## src/rtl/tls_pkg.sv

```systemverilog
`timescale 1ns / 1ps
`default_nettype none
package tls_pkg;
  typedef enum logic [1:0] {
    OP_SAMPLE = 2'd0,
    OP_STATUS = 2'd1,
    OP_TICK   = 2'd2,
    OP_EMIT   = 2'd3
  } op_e;

  localparam logic [1:0] CFG_LIVE  = 2'd0;
  localparam logic [1:0] CFG_LINK  = 2'd1;
  localparam logic [1:0] CFG_EVICT = 2'd2;

  localparam logic [31:0] LIVE_RST  = 32'd3000;
  localparam logic [31:0] LINK_RST  = 32'd500;
  localparam logic [31:0] EVICT_RST = 32'd30000;
  localparam logic [16:0] SEQ_STALE_LIMIT = 17'h08000;

  typedef struct packed {
    logic [1:0]  opcode;
    logic [15:0] tracker_id;
    logic [15:0] seq_number;
    logic [31:0] now_ms;
    logic [15:0] battery_mv;
    logic [7:0]  ver_hi;
    logic [7:0]  ver_mid;
    logic [7:0]  ver_lo;
    logic [7:0]  tracker_mode;
    logic        sim_active;
  } in_t;

  typedef struct packed {
    logic        record_kind;
    logic        is_last;
    logic [15:0] record_id;
    logic [31:0] time_ms;
    logic [15:0] packet_rate;
    logic [3:0]  live_count;
    logic [31:0] lost_total;
    logic [15:0] report_mv;
    logic [23:0] fw_version;
    logic [7:0]  report_mode;
    logic        flag_bit;
  } out_t;

  typedef struct packed {
    logic        has_seq;
    logic [15:0] id;
    logic [31:0] seen_ms;
    logic [15:0] prev_seq;
    logic [31:0] lost;
    logic [15:0] count;
    logic [15:0] rate;
    logic [47:0] info;
  } slot_t;

  typedef struct packed {
    logic [1:0]  index;
    logic [31:0] data;
  } cfg_t;
endpackage
`default_nettype wire

```

## src/rtl/tls_if.sv

```systemverilog
`timescale 1ns / 1ps
`default_nettype none
interface tls_in_if;
  logic          valid;
  logic          ready;
  tls_pkg::in_t  data;
  modport source (output valid, output data, input ready);
  modport sink (input valid, input data, output ready);
endinterface

interface tls_out_if;
  logic          valid;
  logic          ready;
  tls_pkg::out_t data;
  modport source (output valid, output data, input ready);
  modport sink (input valid, input data, output ready);
endinterface

interface tls_cfg_if;
  logic          valid;
  logic          ready;
  tls_pkg::cfg_t data;
  modport source (output valid, output data, input ready);
  modport sink (input valid, input data, output ready);
endinterface
`default_nettype wire

```

## src/rtl/tls_slot_ram.sv

```systemverilog
`timescale 1ns / 1ps
`default_nettype none
module tls_slot_ram #(
  parameter int unsigned SLOTS = 8,
  localparam int unsigned AW = (SLOTS > 1) ? $clog2(SLOTS) : 1
) (
  input  wire logic          clk_i,
  input  wire logic          we_i,
  input  wire logic [AW-1:0] waddr_i,
  input  tls_pkg::slot_t     wdata_i,
  input  wire logic [AW-1:0] raddr_i,
  output tls_pkg::slot_t     rdata_o
);
  tls_pkg::slot_t mem_q [SLOTS];

  always_ff @(posedge clk_i) begin
    if (we_i) begin
      mem_q[waddr_i] <= wdata_i;
    end
    rdata_o <= mem_q[raddr_i];
  end
endmodule
`default_nettype wire

```

## src/rtl/tls_ctrl.sv

```systemverilog
`timescale 1ns / 1ps
`default_nettype none
module tls_ctrl #(
  parameter int unsigned SLOTS = 8,
  localparam int unsigned AW = (SLOTS > 1) ? $clog2(SLOTS) : 1,
  localparam int unsigned CW = $clog2(SLOTS + 1)
) (
  input  wire logic          clk_i,
  input  wire logic          rst_ni,
  tls_in_if.sink             in_if,
  tls_out_if.source          out_if,
  input  wire logic [31:0]   live_ms_i,
  input  wire logic [31:0]   link_ms_i,
  input  wire logic [31:0]   evict_ms_i,
  output logic               we_o,
  output logic [AW-1:0]      waddr_o,
  output tls_pkg::slot_t     wdata_o,
  output logic [AW-1:0]      raddr_o,
  input  tls_pkg::slot_t     rdata_i
);
  typedef enum logic [6:0] {
    S_IDLE  = 7'b0000001,
    S_SCAN  = 7'b0000010,
    S_UPD   = 7'b0000100,
    S_TICK  = 7'b0001000,
    S_SUM   = 7'b0010000,
    S_EMIT  = 7'b0100000,
    S_WAIT  = 7'b1000000
  } state_e;

  state_e          state_q, state_d;
  tls_pkg::in_t    item_q;
  logic [SLOTS-1:0] valid_q;
  logic [AW:0]     idx_q;
  logic            rd_pend_q;
  logic [AW-1:0]   rd_idx_q;
  logic            hit_q, free_f_q, stale_f_q;
  logic [AW-1:0]   hit_i_q, free_i_q, stale_i_q;
  logic [31:0]     all_count_q;
  logic [15:0]     all_rate_q;
  logic [CW-1:0]   live_q;
  logic            out_valid_q;
  tls_pkg::out_t   out_q;

  logic [32:0] age_w;
  logic        age_neg, age_gt_evict, age_lt_live, age_lt_link;
  logic [31:0] age_pos;

  assign age_w = {1'b0, item_q.now_ms} - {1'b0, rdata_i.seen_ms};
  assign age_neg = age_w[32];
  assign age_pos = age_neg ? 32'd0 : age_w[31:0];
  assign age_gt_evict = !age_neg && (age_w[31:0] > evict_ms_i);
  assign age_lt_live = age_neg || (age_w[31:0] < live_ms_i);
  assign age_lt_link = age_neg || (age_w[31:0] < link_ms_i);

  logic [AW-1:0] tgt;
  logic          tgt_ok, tgt_new;
  always_comb begin
    tgt_ok = 1'b1;
    tgt_new = 1'b0;
    if (hit_q) begin
      tgt = hit_i_q;
    end else if (free_f_q) begin
      tgt = free_i_q;
      tgt_new = 1'b1;
    end else begin
      tgt = stale_i_q;
      tgt_new = 1'b1;
      tgt_ok = stale_f_q;
    end
  end

  logic last_rec;
  always_comb begin
    last_rec = 1'b1;
    for (int j = 0; j < SLOTS; j++) begin
      if (j > int'(rd_idx_q) && valid_q[j]) last_rec = 1'b0;
    end
  end

  tls_pkg::slot_t upd;
  logic [16:0] step;
  always_comb begin
    upd = rdata_i;
    step = {1'b0, item_q.seq_number - rdata_i.prev_seq};
    if (tgt_new) upd = '0;
    upd.id = item_q.tracker_id;
    upd.seen_ms = item_q.now_ms;
    if (item_q.opcode == tls_pkg::OP_SAMPLE) begin
      step = {1'b0, item_q.seq_number - upd.prev_seq};
      if (upd.count != 16'hFFFF) upd.count = upd.count + 16'd1;
      if (!upd.has_seq) begin
        upd.has_seq = 1'b1;
        upd.prev_seq = item_q.seq_number;
      end else if (step != 17'd0 && step <= tls_pkg::SEQ_STALE_LIMIT) begin
        upd.lost = upd.lost + 32'(step) - 32'd1;
        upd.prev_seq = item_q.seq_number;
      end
    end else begin
      upd.info = {item_q.battery_mv, item_q.ver_hi, item_q.ver_mid,
                  item_q.ver_lo, item_q.tracker_mode};
    end
  end

  tls_pkg::slot_t tick_w;
  always_comb begin
    tick_w = rdata_i;
    tick_w.rate = rdata_i.count;
    tick_w.count = 16'd0;
  end

  assign in_if.ready = (state_q == S_IDLE);
  assign out_if.valid = out_valid_q;
  assign out_if.data = out_q;
  logic out_free;
  assign out_free = !out_valid_q || out_if.ready;

  logic scan_done;
  assign scan_done = (idx_q == (AW+1)'(SLOTS));

  always_comb begin
    state_d = state_q;
    raddr_o = idx_q[AW-1:0];
    we_o = 1'b0;
    waddr_o = rd_idx_q;
    wdata_o = tick_w;
    unique case (state_q)
      S_IDLE: begin
        raddr_o = '0;
        if (in_if.valid) begin
          if (in_if.data.opcode == tls_pkg::OP_SAMPLE ||
              in_if.data.opcode == tls_pkg::OP_STATUS) state_d = S_SCAN;
          else if (in_if.data.opcode == tls_pkg::OP_TICK) state_d = S_TICK;
          else state_d = S_SUM;
        end
      end
      S_SCAN: begin
        if (scan_done && !rd_pend_q) begin
          state_d = S_UPD;
          raddr_o = tgt;
        end
      end
      S_UPD: begin
        if (rd_pend_q) begin
          we_o = tgt_ok;
          waddr_o = tgt;
          wdata_o = upd;
          state_d = S_IDLE;
        end else begin
          raddr_o = tgt;
        end
      end
      S_TICK: begin
        we_o = rd_pend_q && valid_q[rd_idx_q];
        if (scan_done && !rd_pend_q) state_d = S_SUM;
      end
      S_SUM: begin
        if (scan_done && !rd_pend_q && out_free) state_d = S_EMIT;
      end
      S_EMIT: begin
        // hold the read on the stalled slot
        if (rd_pend_q && valid_q[rd_idx_q] && !out_free) raddr_o = rd_idx_q;
        if (scan_done && !rd_pend_q && out_free) state_d = S_WAIT;
      end
      S_WAIT: begin
        if (out_free) state_d = S_IDLE;
      end
      default: state_d = S_IDLE;
    endcase
  end

  logic emit_go;
  assign emit_go = (state_q == S_EMIT) && rd_pend_q && valid_q[rd_idx_q];

  always_ff @(posedge clk_i or negedge rst_ni) begin
    if (!rst_ni) begin
      state_q <= S_IDLE;
      valid_q <= '0;
      idx_q <= '0;
      rd_pend_q <= 1'b0;
      all_count_q <= '0;
      all_rate_q <= '0;
      out_valid_q <= 1'b0;
      hit_q <= 1'b0;
      free_f_q <= 1'b0;
      stale_f_q <= 1'b0;
      live_q <= '0;
    end else begin
      state_q <= state_d;
      if (out_if.ready) out_valid_q <= 1'b0;
      rd_pend_q <= 1'b0;
      if (state_q == S_IDLE) begin
        idx_q <= '0;
        hit_q <= 1'b0;
        free_f_q <= 1'b0;
        stale_f_q <= 1'b0;
        live_q <= '0;
        if (in_if.valid) begin
          if (in_if.data.opcode == tls_pkg::OP_SAMPLE ||
              in_if.data.opcode == tls_pkg::OP_STATUS) begin
            all_count_q <= all_count_q + 32'd1;
          end else if (in_if.data.opcode == tls_pkg::OP_TICK) begin
            all_rate_q <= (all_count_q > 32'hFFFF) ? 16'hFFFF : all_count_q[15:0];
            all_count_q <= '0;
          end
        end
      end
      if ((state_q == S_SCAN || state_q == S_TICK || state_q == S_SUM ||
           state_q == S_EMIT) && !scan_done &&
          !(state_q == S_EMIT && rd_pend_q && valid_q[rd_idx_q] && !out_free)) begin
        idx_q <= idx_q + 1'b1;
        rd_pend_q <= 1'b1;
      end
      if (state_q == S_EMIT && rd_pend_q && valid_q[rd_idx_q] && !out_free) begin
        rd_pend_q <= 1'b1;
      end
      if (state_q == S_SCAN && rd_pend_q) begin
        if (valid_q[rd_idx_q]) begin
          if (rdata_i.id == item_q.tracker_id && !hit_q) begin
            hit_q <= 1'b1;
          end
          if (age_gt_evict && !stale_f_q) stale_f_q <= 1'b1;
        end else if (!free_f_q) begin
          free_f_q <= 1'b1;
        end
      end
      if (state_q == S_UPD) begin
        if (!rd_pend_q) rd_pend_q <= 1'b1;
        else if (tgt_ok) valid_q[tgt] <= 1'b1;
      end
      if (state_q == S_TICK && rd_pend_q && valid_q[rd_idx_q] && age_gt_evict) begin
        valid_q[rd_idx_q] <= 1'b0;
      end
      if (state_q == S_TICK && state_d == S_SUM) idx_q <= '0;
      if (state_q == S_SUM && rd_pend_q && valid_q[rd_idx_q] && age_lt_live) begin
        live_q <= live_q + 1'b1;
      end
      if (state_d == S_EMIT && state_q == S_SUM) begin
        idx_q <= '0;
        out_valid_q <= 1'b1;
      end
      if (emit_go && out_free) out_valid_q <= 1'b1;
    end
  end

  always_ff @(posedge clk_i) begin
    if (state_q == S_IDLE && in_if.valid) item_q <= in_if.data;
    if (!(state_q == S_EMIT && rd_pend_q && valid_q[rd_idx_q] && !out_free)) begin
      rd_idx_q <= idx_q[AW-1:0];
    end
    if (state_q == S_SCAN && rd_pend_q) begin
      if (valid_q[rd_idx_q]) begin
        if (rdata_i.id == item_q.tracker_id && !hit_q) hit_i_q <= rd_idx_q;
        if (age_gt_evict && !stale_f_q) stale_i_q <= rd_idx_q;
      end else if (!free_f_q) begin
        free_i_q <= rd_idx_q;
      end
    end
    if (state_q == S_SUM && state_d == S_EMIT) begin
      out_q <= '0;
      out_q.is_last <= (valid_q == '0);
      out_q.time_ms <= item_q.now_ms;
      out_q.packet_rate <= all_rate_q;
      out_q.live_count <= 4'(live_q);
      out_q.flag_bit <= item_q.sim_active;
    end
    if (emit_go && out_free) begin
      out_q.record_kind <= 1'b1;
      out_q.is_last <= last_rec;
      out_q.record_id <= rdata_i.id;
      out_q.time_ms <= age_pos;
      out_q.packet_rate <= rdata_i.rate;
      out_q.live_count <= '0;
      out_q.lost_total <= rdata_i.lost;
      out_q.report_mv <= rdata_i.info[47:32];
      out_q.fw_version <= rdata_i.info[31:8];
      out_q.report_mode <= rdata_i.info[7:0];
      out_q.flag_bit <= age_lt_link;
    end
  end
endmodule
`default_nettype wire

```

## src/rtl/tracker_link_stats_table_top.sv

```systemverilog
`timescale 1ns / 1ps
`default_nettype none
// Tracker link statistics table. Slot state sits in one synchronous RAM with
// one read and one write port; per-slot valid bits are flops. Items are taken
// one at a time. A sample/status item runs a full scan, then a
// read-modify-write of the claimed slot, before the next accept. Tick and
// emit-only items run a tick sweep (tick only), a live-count sweep, then one
// record per valid slot, and output stalls can hold them.
module tracker_link_stats_table_top #(
  parameter int unsigned SLOTS = 8,
  localparam int unsigned AW = (SLOTS > 1) ? $clog2(SLOTS) : 1
) (
  input  wire logic clk_i,
  input  wire logic rst_ni,
  tls_in_if.sink    in_if,
  tls_out_if.source out_if,
  tls_cfg_if.sink   cfg_if
);
  logic [31:0] live_q, link_q, evict_q;
  logic          we;
  logic [AW-1:0] waddr, raddr;
  tls_pkg::slot_t wdata, rdata;

  assign cfg_if.ready = 1'b1;
  always_ff @(posedge clk_i or negedge rst_ni) begin
    if (!rst_ni) begin
      live_q <= tls_pkg::LIVE_RST;
      link_q <= tls_pkg::LINK_RST;
      evict_q <= tls_pkg::EVICT_RST;
    end else if (cfg_if.valid) begin
      unique case (cfg_if.data.index)
        tls_pkg::CFG_LIVE:  live_q <= cfg_if.data.data;
        tls_pkg::CFG_LINK:  link_q <= cfg_if.data.data;
        tls_pkg::CFG_EVICT: evict_q <= cfg_if.data.data;
        default: ;
      endcase
    end
  end

  tls_ctrl #(.SLOTS(SLOTS)) u_ctrl (
    .clk_i, .rst_ni, .in_if, .out_if,
    .live_ms_i(live_q), .link_ms_i(link_q), .evict_ms_i(evict_q),
    .we_o(we), .waddr_o(waddr), .wdata_o(wdata), .raddr_o(raddr), .rdata_i(rdata)
  );

  tls_slot_ram #(.SLOTS(SLOTS)) u_ram (
    .clk_i, .we_i(we), .waddr_i(waddr), .wdata_i(wdata),
    .raddr_i(raddr), .rdata_o(rdata)
  );
endmodule
`default_nettype wire

```

## src/flat_wrapper.sv

```systemverilog
// flat-port wrapper written by rule: the top's interface ports become plain ports
module tracker_link_stats_table_top_flat 
#(
  parameter int unsigned SLOTS = 8,
  localparam int unsigned AW = (SLOTS > 1) ? $clog2(SLOTS) : 1
)
  (clk_i, rst_ni, in_if_valid, in_if_data, in_if_ready, out_if_valid, out_if_data, out_if_ready, cfg_if_valid, cfg_if_data, cfg_if_ready);
  tls_in_if in_if_i ();
  tls_out_if out_if_i ();
  tls_cfg_if cfg_if_i ();
  input  wire logic clk_i;
  input  wire logic rst_ni;
  input wire logic [$bits(in_if_i.valid)-1:0] in_if_valid;
  input wire logic [$bits(in_if_i.data)-1:0] in_if_data;
  output wire logic [$bits(in_if_i.ready)-1:0] in_if_ready;
  output wire logic [$bits(out_if_i.valid)-1:0] out_if_valid;
  output wire logic [$bits(out_if_i.data)-1:0] out_if_data;
  input wire logic [$bits(out_if_i.ready)-1:0] out_if_ready;
  input wire logic [$bits(cfg_if_i.valid)-1:0] cfg_if_valid;
  input wire logic [$bits(cfg_if_i.data)-1:0] cfg_if_data;
  output wire logic [$bits(cfg_if_i.ready)-1:0] cfg_if_ready;
  assign in_if_i.valid = in_if_valid;
  assign in_if_i.data = in_if_data;
  assign in_if_ready = in_if_i.ready;
  assign out_if_valid = out_if_i.valid;
  assign out_if_data = out_if_i.data;
  assign out_if_i.ready = out_if_ready;
  assign cfg_if_i.valid = cfg_if_valid;
  assign cfg_if_i.data = cfg_if_data;
  assign cfg_if_ready = cfg_if_i.ready;
  tracker_link_stats_table_top #(.SLOTS(SLOTS)) u_core (.clk_i(clk_i), .rst_ni(rst_ni), .in_if(in_if_i), .out_if(out_if_i), .cfg_if(cfg_if_i));
endmodule
```

## config.mk

```make
export PLATFORM = sky130hd
export DESIGN_NAME = tracker_link_stats_table_top_flat
export DESIGN_NICKNAME = d
export VERILOG_FILES = /design/src/rtl/tls_pkg.sv /design/src/rtl/tls_if.sv /design/src/rtl/tls_slot_ram.sv /design/src/rtl/tls_ctrl.sv /design/src/rtl/tracker_link_stats_table_top.sv /design/src/flat_wrapper.sv
export SDC_FILE = /design/constraint.sdc
export NUM_CORES = 2
export LEC_CHECK = 0
export BUFFER_PORTS_ARGS = -buffer_cell sky130_fd_sc_hd__buf_4
export CAP_MARGIN = 20
export CORE_ASPECT_RATIO = 0.5
export CORE_MARGIN = 1.5
export CORE_UTILIZATION = 65
export DETAILED_ROUTE_END_ITERATION = 7
export HOLD_SLACK_MARGIN = 0.1
export PLACE_DENSITY_LB_ADDON = 0.12
export SYNTH_ARGS = -nofsm -noshare
export SYNTH_HDL_FRONTEND = slang
export SYNTH_SLANG_ARGS = --single-unit
```

## constraint.sdc

```tcl
create_clock -name clk_i -period 37.4 [get_ports clk_i]
set_input_delay 7.48 -clock clk_i [delete_from_list [all_inputs] [get_ports clk_i]]
set_output_delay 7.48 -clock clk_i [all_outputs]
set_load 0.05 [all_outputs]
```

## Yosys cells after proc, flatten, opt, wreduce, memory -nomap -nowiden

Memory sizes are Yosys's and may differ from the RTL's. A register that Yosys moved wholly into a read port is not among the register bits.
Cells that the tools add are included.

- Bits in registers: 450
- Bits in writable memories: 1,416
- Output and inout port bits: 154
- Logic and storage cells: 233
- Memories kept: 1

Memories:

| name | words | width | read ports | clocked after Yosys merged registers in | write ports | RTL line | text |
|---|---|---|---|---|---|---|---|
| u_core.u_ram.mem_q | 8 | 177 | 1 | 1 | 1 | tls_slot_ram.sv:14 | `tls_pkg::slot_t mem_q [SLOTS];` |

- Add/sub/neg operators: 8
- Order comparisons: 16
- Equality and inequality tests: 16
- Multiplexer cells: 81
- Bitwise operators: 6
- Reduce and logical (&&, ||, !) cells: 66

Operator list:

| operator | count |
|---|---|
| two-way mux 177 bit | 3 |
| two-way mux 150 bit | 2 |
| two-way mux 32 bit | 4 |
| two-way mux 48 bit | 2 |
| less-than comparator 32 bit | 2 |
| two-way mux 64 bit | 1 |
| two-way mux 7 bit | 7 |
| one-hot mux 7 bit (7 select lines) | 1 |
| two-way mux 16 bit | 3 |
| two-way mux 1 bit | 35 |
| logical AND 1 bit | 33 |
| subtractor 32 x 32 -> 33 bit | 1 |
| adder 32 x 1 -> 32 bit, second input constant | 1 |
| adder 32 x 16 -> 32 bit | 1 |
| greater-than comparator 32 x 16 -> 1 bit, second input constant | 1 |
| greater-than comparator 32 bit | 1 |
| two-way mux 8 bit | 4 |
| subtractor 32 x 1 -> 32 bit, second input constant | 1 |
| two-way mux 3 bit | 7 |
| two-way mux 4 bit | 5 |
| adder 16 x 1 -> 16 bit, second input constant | 1 |
| equality test 16 bit | 1 |
| less-or-equal comparator 16 bit, second input constant | 1 |
| inequality test 16 bit, second input constant | 1 |
| 37 further kinds | 74 |

## Longest topological paths before layout

- Depth after elaboration: 12
- Depth in mapped cells: 26

## Cells and area by module

A second synthesis with hierarchy kept.

- Cells, all modules: 4,921
- Area, all modules: 83,950.5 sq um

By module, submodules not included:

| module | instances | cells an instance | area each (sq um) |
|---|---|---|---|
| tls_slot_ram | 1 | 2,236 | 56,566.8 |
| tls_ctrl | 1 | 2,479 | 23,721.5 |
| tracker_link_stats_table_top | 1 | 206 | 3,662.3 |

## Least setup slack after synthesis

Ideal clock, no wire load.

- Path type: input -> register
- Start: input port out_if_ready
- End: register u_core.u_ctrl.out_q, in the netlist u_core.u_ctrl.out_if.data[0], enable pin
- Arrival: 17.938 ns
- Required time: 36.547 ns
- Slack: 18.609 ns
- Stages: 3
- Buffers on the path: 0
- Cell sequence: nand2b_1 -> nand2_1 -> o21ai_0

- Cells in the longest elaborated chain, start to end: 7

RTL lines:

| element | RTL line | text |
|---|---|---|
| start: declaration | flat_wrapper.sv:18 | `input wire logic [$bits(out_if_i.ready)-1:0] out_if_ready;` |
| logical OR 1 bit * | tls_ctrl.sv:116 | `assign out_free = !out_valid_q \|\| out_if.ready;` |
| logical AND 1 bit | tls_ctrl.sv:158, tls_ctrl.sv:163 |  |
| two-way mux 7 bit, on equally long branches | tls_ctrl.sv:163, tls_ctrl.sv:158 |  |
| one-hot mux 7 bit (7 select lines) | tls_ctrl.sv:127 | `unique case (state_q)` |
| equality test 7 x 6 -> 1 bit | tls_ctrl.sv:259 | `if (state_q == S_SUM && state_d == S_EMIT) begin` |
| logical AND 1 bit | tls_ctrl.sv:259 |  |
| nonzero test 2 bit (no source line) * | n/a |  |
| end: declaration | tls_ctrl.sv:43 | `tls_pkg::out_t out_q;` |

Every way passes the cells marked *; elsewhere a longest branch is shown, timed or not.
A chain may end at the register's enable or synchronous reset.

## Worst setup path in the final report

- Start: input port out_if_ready
- End: register, netlist name u_core.u_ram.rdata_o[72]

- Cells in the longest elaborated chain, start to end: 5

RTL lines:

| element | RTL line | text |
|---|---|---|
| logical OR 1 bit | tls_ctrl.sv:116 |  |
| zero test 1 bit | tls_ctrl.sv:162 | `if (rd_pend_q && valid_q[rd_idx_q] && !out_free) raddr_o = rd_idx_q;` |
| logical AND 1 bit | tls_ctrl.sv:162 |  |
| two-way mux 3 bit | tls_ctrl.sv:162 |  |
| one-hot mux 3 bit (4 select lines) | tls_ctrl.sv:127 |  |

No other way between the ends.

==> results by stage <==
Run status:
- The run finished with clean final reports.

Place:
- The final weighted congestion of routability-driven global placement is slightly above 0.9.
- In this run the cell area measured after placement is 89700 µm².
- The post-placement cell count is ~8000.
- The post-placement worst setup slack is 25.01 ns.
- The total half-perimeter wirelength after legalization and detailed placement is between 100000 and 150000 µm.
- Port buffering added around 300 buffers.

Timing:
- Across all setup checks in the final design, the least slack found is roughly 26 ns.
- The number of pins with negative max-slew slack in the final report is 0.
- Setup repair after global routing left no endpoint under its margin.
- The final sum of negative setup slack is 0 ns.
- The count of endpoints failing hold in the final timing report is 0.
- The hold slack is approximately 0.47 ns.
- The worst path needs 11.66 ns of the cycle, external delays included.
- Timing would allow up to 0.0857 GHz.
- Dividing the final minimum period by the clock period gives 0.312.
- Headroom to the max-slew limit came out at 0.197.
- Setup violations remaining at the end of the flow were counted as 0.
- For the pin with the worst max-slew slack, the measured transition is 1.20 ns.
- The worst clock skew is slightly above 0.07 ns.

Global routing:
- The initial antenna violation count is 4.
- Entering global routing, the biggest net connects between 200 and 250 pins.
- The total grt overflow is 0.
- For this run, the total global-route usage over all layers was measured as 0.302.
- The number of global-route vias before repair came to between 50000 and 60000.
- The first global-routing pass estimated ~310000 µm of wire.

Drt:
- For this block, the routed nets add up to about 200000 µm of wire.
- The count of nets left with antenna violations once routing finished came out at 0.
- The routed length per instance is roughly 25 µm.
- The initial detailed-routing violation count is between 5000 and 6000.
- The via density per instance is ~6.4.
- The iteration count of the initial detailed-routing pass is 6.
- The detailed-route DRC error count is 0.
- The final route contains ~53000 vias.

Clocking:
- CTS built an H-tree with a depth of 4.
- The clock edge transition at the registers on the reported setup and hold paths is 0.07 ns.
- The number of setup buffers added after CTS is 0.
- The TritonCTS clock tree is yes.
- The maximum clock insertion buffer count is 4.
- Once the clock tree was built, the resizer swapped 0 gates to a different size.
- Clock latency on the worst-skew pair, taken at its later pin, is ~0.82 ns.
- The clock root buffer master is sky130_fd_sc_hd__clkbuf_16.
- Clock tree synthesis inserted a total of roughly 180 buffers.
- For this design, the sink count on the clock tree is 2043.
- Buffers inserted to repair hold after CTS numbered 0.

Power:
- The share of total power dissipated in combinational logic is 0.273.
- The completed layout was analyzed and its total power is 6.64 mW.
- In this run the power spent charging and discharging nets is approximately 2.1 mW.
- The maximum ir drop on the vdd rail is 0.0652 mV.
- For this design the static power due to leakage is about 35 nW.
- In this run the power density over the cells is 69.5 nW/µm².
- The internal power component is 4.53 mW.
- Of the total power, the clock network draws 0.278.
- The portion of total power attributed to sequential cells is 0.449.
- Of the total power, the share spent switching nets is 0.318.

Die:
- The die outline width is about 520 µm.
- The number of cell rows is 94.
- The starting density of the core is 0.654.
- In this run the count of I/O pins placed on the die edge is ~310.
- Measured along the y axis, the die boundary spans about 260 µm.
- The total area inside the core boundary comes to between 100000 and 150000 µm².
- The die outline area is 134000 µm².

Yosys:
- The count of flip-flops with a built-in enable after synthesis is about 1700.
- The most used flip-flop cell after synthesis is sky130_fd_sc_hd__edfxtp_1.
- Summing every instance area after synthesis gives 85900 µm².
- Yosys attributes the largest share of cell area to sky130_fd_sc_hd__edfxtp_1, sky130_fd_sc_hd__dfrtp_1, sky130_fd_sc_hd__dfxtp_1.
- The Yosys step of the flow raised 0 warnings.
- The sequential cell area fraction in the yosys report is 0.683.
- For this run, asynchronously set or reset flops after synthesis account for 0.0842.
- The share of synthesized area in the top cell type comes to 0.591.
- The instance count of the mapped netlist is 6165.
- Each instance of the synthesized netlist takes up on average between 10 and 15 µm².
- The post-synthesis net count is between 6000 and 7000.
- The register bit total from synthesis is just over 2000.
- Counting distinct cell types in the post-synthesis netlist gives 92.
- sky130_fd_sc_hd__edfxtp_1 takes more of the synthesized area than any other cell.

Worst setup path:
- The critical path required time is 38.11 ns.
- The critical path is of the in2reg type.
- The number of cell instances on the worst register-to-register path is 19.
- The critical path endpoint category is a flop.
- STA classifies the critical path startpoint as a primary input.
- Data on the critical path arrives at its endpoint at 12.37 ns.
- The largest fanout on the critical path is 82.

Min path:
- The path class of the tightest hold or removal check is reg2reg.
- The worst hold path was traced through 2 stages.

Finish:
- The area of all placed cells without fillers is ~95000 µm².
- The share of layout cells above drive strength 1 is 0.149.
- The post-route non-filler standard cell count is 8298.
- The area added between synthesis and finish is 11.2%.
- At the end of the flow, the number of nets in the layout was ~6700.
- Counting the fill cells in the layout gives 8481.
- For this run, the share of the core covered by cells in the final layout is 0.727.

Job:
- The max-capacitance violation count is 0.
==> per-layer routing <==
metal / vias up / wire length [µm] / global-route usage
li1: 23700 / - / -
met3: 343 / 14700 / 0.0429
met1: 26700 / 86100 / 0.426
met4: 0 / 5280 / 0.0875
met5: - / 0 / 0
met2: 2183 / 98900 / 0.494
==> state kept, by name (all words and copies together), names as in the netlist, 7 cells and up <==
signal and flops:
u_core.link_q 32, u_core.u_ram.rdata_o 177, u_core.u_ctrl.state_q 7, u_core.u_ctrl.all_rate_q 16, u_core.u_ram.mem_q 1416, u_core.u_ctrl.out_if.data 151
u_core.u_ctrl.all_count_q 32, u_core.live_q 32, u_core.evict_q 32, u_core.u_ctrl.item_q 115, u_core.u_ctrl.valid_q 8
==> power by group through the flow <==
stage	Sequential (mW)	Clock, mW	Combinational [mW]
floorplan	2.95	0	1.29
global placement	3.02	0	1.71
detailed placement	3.02	0	1.78
CTS	2.97	1.87	1.79
global route	2.99	1.95	1.99
finish	2.98	1.85	1.81
==> synthesized netlist by cell type, types with 9 or more instances <==
cell	number
sky130_fd_sc_hd__mux2i_1	194
sky130_fd_sc_hd__a211o_1	9
sky130_fd_sc_hd__a32o_1	177
sky130_fd_sc_hd__nor3_1	41
sky130_fd_sc_hd__or2_2	11
sky130_fd_sc_hd__a31oi_1	25
sky130_fd_sc_hd__o21a_1	26
sky130_fd_sc_hd__a211oi_1	192
sky130_fd_sc_hd__nand2b_1	14
sky130_fd_sc_hd__nor2b_1	23
sky130_fd_sc_hd__buf_4	33
sky130_fd_sc_hd__nor4_1	19
sky130_fd_sc_hd__and3_1	36
sky130_fd_sc_hd__and2_0	9
sky130_fd_sc_hd__o31ai_1	9
sky130_fd_sc_hd__nor2_1	178
sky130_fd_sc_hd__or3_1	14
sky130_fd_sc_hd__buf_1	17
sky130_fd_sc_hd__ha_1	193
sky130_fd_sc_hd__a21oi_1	321
sky130_fd_sc_hd__xor2_1	62
sky130_fd_sc_hd__a22o_1	109
sky130_fd_sc_hd__dfrtp_1	151
sky130_fd_sc_hd__a21o_1	57
sky130_fd_sc_hd__nand4_1	40
sky130_fd_sc_hd__mux2_2	73
sky130_fd_sc_hd__o21ai_0	150
sky130_fd_sc_hd__nand3_1	56
sky130_fd_sc_hd__edfxtp_1	1689
sky130_fd_sc_hd__clkbuf_1	220
sky130_fd_sc_hd__inv_1	212
sky130_fd_sc_hd__a221oi_2	171
sky130_fd_sc_hd__and2_1	278
sky130_fd_sc_hd__dfxtp_1	182
sky130_fd_sc_hd__o2bb2ai_1	14
sky130_fd_sc_hd__o211ai_1	12
sky130_fd_sc_hd__buf_2	73
sky130_fd_sc_hd__dfstp_2	21
sky130_fd_sc_hd__xnor2_1	49
sky130_fd_sc_hd__nand2_1	861
==> path summary, 6_finish.rpt <==
kind / start / end / slack (ns)
max: out_if_ready / u_core.u_ram.rdata_o[72] / 25.74
min: u_core.u_ctrl.out_if.data[83] / u_core.u_ctrl.out_if.data[83] / 0.47
max reg2reg: u_core.u_ctrl.item_q[64] / u_core.u_ctrl.live_q[1] / 30.59
min reg2reg: u_core.u_ctrl.out_if.data[83] / u_core.u_ctrl.out_if.data[83] / 0.47
max in group asynchronous: rst_ni / u_core.u_ctrl.hit_q / 29.48
min in group asynchronous: rst_ni / u_core.u_ctrl.valid_q[7] / 6.60
==> layout make-up <==
class	count	area (µm²)	share of cell area
Timing Repair Buffer	387	3010	0.0315
Inverter	214	808	0.00847
Multi-Input combinational cell	3557	25000	0.261
Sequential cell	2043	58700	0.615
Clock buffer	239	4920	0.0515
Antenna cell	3	7.51	0.0000786
Clock inverter	79	846	0.00886
Tap cell	1776	2220	0.0233
==> cell families after synthesis <==
| logic type | count (synthesis) | share of synthesized area |
|---|---|---|
| buffers and inverters | 565 | 0.0279 |
| xor gates and xnor gates | 112 | 0.0115 |
| muxes | 268 | 0.0323 |
| and+or+nand+nor | 1620 | 0.0880 |
| DFF | 2043 | 0.683 |
| adders and majority gates | 196 | 0.0288 |
| other | 1 | 0.0000437 |
| AOI/OAI and AO/OA | 1360 | 0.128 |
==> critical path, cell delays in order <==
cell	delay, ns
sky130_fd_sc_hd__buf_4	0.12
sky130_fd_sc_hd__nor2b_1	0.26
sky130_fd_sc_hd__and3_1	0.23
sky130_fd_sc_hd__a21oi_1	0.11
sky130_fd_sc_hd__o21ai_2	0.23
sky130_fd_sc_hd__and3_4	0.65
sky130_fd_sc_hd__buf_4	0.77
sky130_fd_sc_hd__buf_4	0.83
sky130_fd_sc_hd__buf_4	0.84
sky130_fd_sc_hd__a21oi_1	0.19
sky130_fd_sc_hd__a32o_1	0.27
sky130_fd_sc_hd__a221oi_2	0.24
==> layout by cell type (no fill, tap or decap), drive strengths merged, types with 193 or more instances in the layout <==
master / synthesis / final
and2: 287 / 287
a21oi: 323 / 323
edfxtp: 1689 / 1689
ha: 193 / 193
buf: 131 / 387
nand2: 861 / 861
a211oi: 193 / 193
inv: 214 / 218
mux2i: 194 / 194
clkbuf: 220 / 239
Note: power is estimated with default switching activity, not from simulation.
